--- src/rtl/core/frustum_aabb_cull_macros.svh ---
// ----------------------------------------------------------------------------
// frustum_aabb_cull assertion macros
// shared property forms for the culling block, clock and reset by port name
// ----------------------------------------------------------------------------
`ifndef FRUSTUM_AABB_CULL_MACROS_SVH
`define FRUSTUM_AABB_CULL_MACROS_SVH

// implication in the same cycle, off during reset
`define FAC_ASSERT_IMPL(label, ante, cons, msg) \
   label: assert property (@(posedge clock) disable iff (reset) (ante) |-> (cons)) \
      else $error(msg);

// implication into the next cycle, live during reset
`define FAC_ASSERT_NEXT(label, ante, cons, msg) \
   label: assert property (@(posedge clock) (ante) |=> (cons)) else $error(msg);

`endif

--- src/rtl/core/fac_pkg.sv ---
// ----------------------------------------------------------------------------
// fac_pkg
// types, widths and helpers shared by the frustum culling block
// ----------------------------------------------------------------------------
package fac_pkg;

   localparam int COORD_BITS  = 24;
   localparam int ELEM_BITS   = 32;
   localparam int COEF_BITS   = ELEM_BITS + 1;
   localparam int PROD_BITS   = COEF_BITS + COORD_BITS;
   localparam int ACC_BITS    = PROD_BITS + 3;
   localparam int REG_BITS    = 2 * ELEM_BITS;
   localparam int NUM_REGS    = 8;
   localparam int IDX_BITS    = 4;
   localparam int NUM_PLANES  = 6;
   localparam int PLANE_BITS  = 3;
   localparam int BOX_BITS    = 6 * COORD_BITS;
   localparam int RSP_BITS    = 8;

   localparam logic [PLANE_BITS-1:0] NO_REJECT = PLANE_BITS'(NUM_PLANES);

   typedef logic signed [COORD_BITS-1:0] coord_type;
   typedef logic signed [COEF_BITS-1:0]  coef_type;
   typedef logic signed [PROD_BITS-1:0]  prod_type;

   typedef struct packed {
      coord_type max_z;
      coord_type max_y;
      coord_type max_x;
      coord_type min_z;
      coord_type min_y;
      coord_type min_x;
   } box_type;

   typedef struct packed {
      coef_type cw;
      coef_type cz;
      coef_type cy;
      coef_type cx;
   } plane_type;

   typedef struct packed {
      box_type                box;
      logic [PLANE_BITS-1:0]  reject;
   } item_type;

   // row3 plus or minus another row, one column
   function automatic coef_type plane_coef(logic [ELEM_BITS-1:0] a,
                                           logic [ELEM_BITS-1:0] b,
                                           logic minus);
      coef_type ea;
      coef_type eb;
      ea = COEF_BITS'($signed(a));
      eb = COEF_BITS'($signed(b));
      return minus ? ea - eb : ea + eb;
   endfunction

   function automatic logic coef_pos(coef_type c);
      return !c[COEF_BITS-1] && (c != '0);
   endfunction

endpackage

--- src/rtl/core/fac_csr.sv ---
// ----------------------------------------------------------------------------
// fac_csr
// matrix registers and the six plane coefficient sets formed from them
// ----------------------------------------------------------------------------
module fac_csr import fac_pkg::*; (
   input  logic                 clock,
   input  logic                 reset,
   input  logic                 csr_wen,
   input  logic [IDX_BITS-1:0]  csr_index,
   input  logic [REG_BITS-1:0]  csr_wdata,
   output plane_type            planes [NUM_PLANES]
);

   logic [REG_BITS-1:0] mat_ff [NUM_REGS];

   always_ff @(posedge clock) begin
      if (reset) begin
         for (int i = 0; i < NUM_REGS; i++) begin
            mat_ff[i] <= '0;
         end
      end else if (csr_wen && (csr_index < IDX_BITS'(NUM_REGS))) begin
         mat_ff[csr_index[2:0]] <= csr_wdata;
      end
   end

   // planes: row3 +/- row0, row1, row2 in order left, right, bottom, top, near, far
   for (genvar p = 0; p < NUM_PLANES; p++) begin : g_plane
      localparam int ROW = p / 2;
      localparam logic MINUS = (p % 2) == 1;
      assign planes[p].cx = plane_coef(mat_ff[6][ELEM_BITS-1:0],
                                       mat_ff[2*ROW][ELEM_BITS-1:0], MINUS);
      assign planes[p].cy = plane_coef(mat_ff[6][REG_BITS-1:ELEM_BITS],
                                       mat_ff[2*ROW][REG_BITS-1:ELEM_BITS], MINUS);
      assign planes[p].cz = plane_coef(mat_ff[7][ELEM_BITS-1:0],
                                       mat_ff[2*ROW+1][ELEM_BITS-1:0], MINUS);
      assign planes[p].cw = plane_coef(mat_ff[7][REG_BITS-1:ELEM_BITS],
                                       mat_ff[2*ROW+1][REG_BITS-1:ELEM_BITS], MINUS);
   end

endmodule

--- config.mk ---
export PLATFORM = sky130hd
export DESIGN_NAME = fac_csr
export DESIGN_NICKNAME = d
export VERILOG_FILES = /design/src/rtl/core/frustum_aabb_cull_macros.svh /design/src/rtl/core/fac_pkg.sv /design/src/rtl/core/fac_csr.sv
export SDC_FILE = /design/constraint.sdc
export NUM_CORES = 2
export LEC_CHECK = 0
export BUFFER_PORTS_ARGS = -buffer_cell sky130_fd_sc_hd__buf_4
export CAP_MARGIN = 40
export CORE_AREA = 2 2 339 341
export DETAILED_ROUTE_END_ITERATION = 8
export DIE_AREA = 0 0 341 343
export PLACE_DENSITY = 0.71
export SLEW_MARGIN = 20
export SYNTH_ARGS = -nofsm -noshare
export SYNTH_HDL_FRONTEND = slang
export SYNTH_SLANG_ARGS = --single-unit
--- constraint.sdc ---
create_clock -name clock -period 9 [get_ports clock]
set_input_delay 0.45 -clock clock [delete_from_list [all_inputs] [get_ports clock]]
set_output_delay 0.45 -clock clock [all_outputs]
set_load 0.1 [all_outputs]
==> flow_summary.yaml <==
routing:
  drtAntennaViolNets: 0
  vias: 52210
  drt_pass1_iterations: 6
  wirelength_microns: 210500
  drt_iter0_markers: 5135
  drc: 0
  drt-wirelength-per-cell_microns: 23.45
  via_per_inst: 5.818
sta:
  rsz0062_at_grt: "no"
  max-slew-margin-rel_pct: 35.24
  slew_violations: 0
  worst_pin_slew_ns: 0.9612
  setup_viol_count_final: 0
  hold_viol: 0
  period_needed_ns: 6.106
  max_freq_ghz: 0.1638
  tns_ns: 0
  period_share_pct: 67.84
worst_setup_path:
  crit_slowest_cell: "a2111oi_0"
  crit_type: "reg -> out"
  cp_data_arrival_time_ns: 5.66
  worst_setup_path_end_kind: "output port"
  path_cells: "ha_1, nor2b_1, o31ai_1, a2111oi_1, clkdlybuf4s15_2, nor3b_1, o211ai_1, a2111oi_0, o41ai_1, a31oi_1, o21ai_0, a21oi_1, xnor2_1, buf_4"
  required_ns: 8.55
  crit_end: "planes[64]"
  cp_slowest_stage_delay_ns: 0.68
  cp-startpoint: "mat_ff[6][33]$_SDFFCE_PN0P_"
  crit_fanout: 10
  path_depth: 14
  critical_path.top_delay_family: "compound AO/OA/AOI/OAI gates"
  path_buf_inv: 2
  startpoint_type: "register"
power:
  ir_drop_mv: 0.2802
  p_leak_nw: 29.86
  powerDensity_nw_per_um2: 265.0
status:
  status: "finished, final reports clean"
clock_tree:
  ctsHoldBuffers: 0
  cts_resized: 0
  clockBufferDepth: 3
  clkSinkCount: 512
  cts_max_level: 3
  cts_root_buffer: "clkbuf_16"
  clkTransAtPathRegs_ns: 0.06
  cts_tree: "yes"
  cts_buffers: 68
  post_cts_buffers: 0
synth:
  syn_nets: 7660
  yosys_warnings: 0
  syn_avg_cell_area_sq_um: 8.390
  syn_area_sq_um: 57030
  ys_types: 99
  ys.flop_type: "edfxtp_1"
  async_reset_ff_share_pct: 0
  syn_inst: 6797
  synth-seq-cells: 512
  synth-edff-count: 512
  ys_seq_area_share_pct: 26.96
finish:
  largestRegisters: "mat_ff x512"
  layout-drive-gt1-share_pct: 14.77
  top_register: "mat_ff"
  seq_area_sq_um: 15370
  multi_input_area_sq_um: 37540
  fin_nets: 8271
  num-fill-cells: 10310
  utilization_pct: 58.76
  area.growth.synth_to_final_pct: 16.87
  largest_reg_flops: 512
  design_area_sq_um: 66650
placement:
  gp_congestion: 0.9986
  post_dp_cell_area_sq_um: 64330
  hpwl_microns: 171200
  port_buffers: 862
grt:
  grtUsageTotal_pct: 34.53
  grt_pass1_vias: 48800
  grt_antenna_before_repair: 6
  grt_pass1_wl_microns: 310300
  grt_start_max_net_pins: 66
  gr-total-overflow: 0
worst_hold_path:
  hold_path_class: "in -> reg"
die:
  die-area_sq_um: 117000
  num_rows: 124
  core_area_sq_um: 113400
  ios: 863
  die_w_microns: 341
  die_h_microns: 343
  initial_core_util_pct: 50.28
run:
  cap_violations: 0
## power breakdown
group | internal (W) | switching (W)
clock | 0.00173 | 0.00117
sequential | 0.00277 | 0.000144
combinational | 0.00240 | 0.00945
total | 0.00690 | 0.0108
## stage by stage
| step | hold WS, ns | setup WS (ns) | power [W] | instances |
|---|---|---|---|---|
| 3_3_place_gp | 0.7996 | 3.665 | 0.01467 | 8840 |
| 4_1_cts | 0.1224 | 2.967 | 0.01762 | 8970 |
| 2_1_floorplan | 0.6482 | 1.184 | 0.01196 | 6797 |
| 5_1_grt | 0.1463 | 2.671 | 0.01814 | 8973 |
| 6_report | 0.1630 | 2.894 | 0.01766 | 8974 |
| 3_5_place_dp | 0.8110 | 3.705 | 0.01469 | 8848 |
## how the worst min path moves through the flow
stage               cells past startpoint           from                     endpoint
floorplan                               1   csr_wdata[0]   mat_ff[0][0]$_SDFFCE_PN0P_
global placement                        2   csr_wdata[0]   mat_ff[5][0]$_SDFFCE_PN0P_
detailed placement                      2   csr_wdata[0]   mat_ff[5][0]$_SDFFCE_PN0P_
CTS                                     2  csr_wdata[32]  mat_ff[3][32]$_SDFFCE_PN0P_
global route                            2  csr_wdata[44]  mat_ff[5][44]$_SDFFCE_PN0P_
finish                                  2  csr_wdata[38]  mat_ff[5][38]$_SDFFCE_PN0P_
## placed cells by master (no fill, tap or decap), types with 27 or more instances in the layout
cell type / Yosys / layout
xor2_1: 124 / 124
o211ai_1: 27 / 27
nand4_1: 35 / 35
o21a_1: 62 / 62
inv_1: 722 / 722
o21bai_1: 154 / 154
xnor2_1: 554 / 554
o21ai_0: 260 / 260
o41ai_1: 28 / 28
nand3_1: 69 / 69
nor2_1: 648 / 642
buf_4: 14 / 885
clkbuf_16: 0 / 73
o31a_1: 27 / 27
nand2b_1: 96 / 96
a211oi_1: 40 / 40
nor2b_1: 82 / 82
a221oi_1: 27 / 27
edfxtp_1: 512 / 512
and2_1: 531 / 531
nand2_1: 199 / 199
ha_1: 768 / 768
a31oi_1: 48 / 48
o31ai_1: 62 / 62
nor4_1: 51 / 51
a21oi_1: 671 / 671
or3_1: 32 / 32
a21o_1: 109 / 109
nor3_1: 110 / 108
## synthesized netlist by cell type, types with 14 or more instances
master,number,area [sq um]
nor2b_1,82,513.0
a221oi_1,27,236.5
nor3_1,110,550.5
nor2_1,648,2432
edfxtp_1,512,15370
o211ai_1,27,202.7
o41ai_1,28,245.2
xnor2_1,554,4852
clkbuf_1,295,1107
inv_1,722,2710
a211oi_1,40,300.3
o22ai_1,16,100.1
and2_1,531,3322
a211o_1,14,122.6
fa_1,24,480.5
nand3_1,69,345.3
o21bai_1,154,1156
and3_1,22,137.6
or2_2,27,168.9
o21ai_1,15,75.07
nand2_1,199,747.0
o21a_1,62,465.5
or3_1,32,200.2
buf_2,33,165.2
xor2_1,124,1086
nor3b_1,14,105.1
a31oi_1,48,300.3
ha_1,768,9609
a21boi_0,19,142.6
o31a_1,27,236.5
o21ai_0,260,1301
o31ai_1,62,465.5
a21o_1,109,818.3
a21oi_1,671,3358
nand2b_1,96,600.6
nand4_1,35,219.0
nor4_1,51,319.1
a2111oi_0,21,183.9
a41oi_1,15,131.4
buf_4,14,105.1
## cell families (layout without fill, tap and decap cells)
family / after synthesis / after routing / share of synthesized area, %
buf+inv: 1090 / 1753 / 7.352
fa+ha+maj: 792 / 792 / 17.69
compound gates: 1763 / 1763 / 19.94
xor+xnor: 678 / 678 / 10.41
other cells: 0 / 2 / 0
simple gates: 1960 / 1960 / 17.60
flops: 512 / 512 / 26.96
mux: 2 / 2 / 0.03511
## per-layer routing
metal  track usage, %  vias up  share of wire, %
li1                 -    24650                 -
met1            49.22    25110                45
met2            51.56     2102                43
met3            6.294      350               7.9
met4            13.64        0               4.5
met5                0        -                 0
## cell type report
| class | instances | area share [%] |
|---|---|---|
| Multi-Input combinational cell | 5195 | 56.32 |
| Sequential cell | 512 | 23.07 |
| Timing Repair Buffer | 894 | 10.16 |
| Inverter | 737 | 4.151 |
| Tap cell | 1512 | 2.839 |
| Clock buffer | 82 | 2.792 |
| Clock inverter | 40 | 0.6608 |
| Antenna cell | 2 | 0.007509 |
Power figures use the tool's default switching activity.
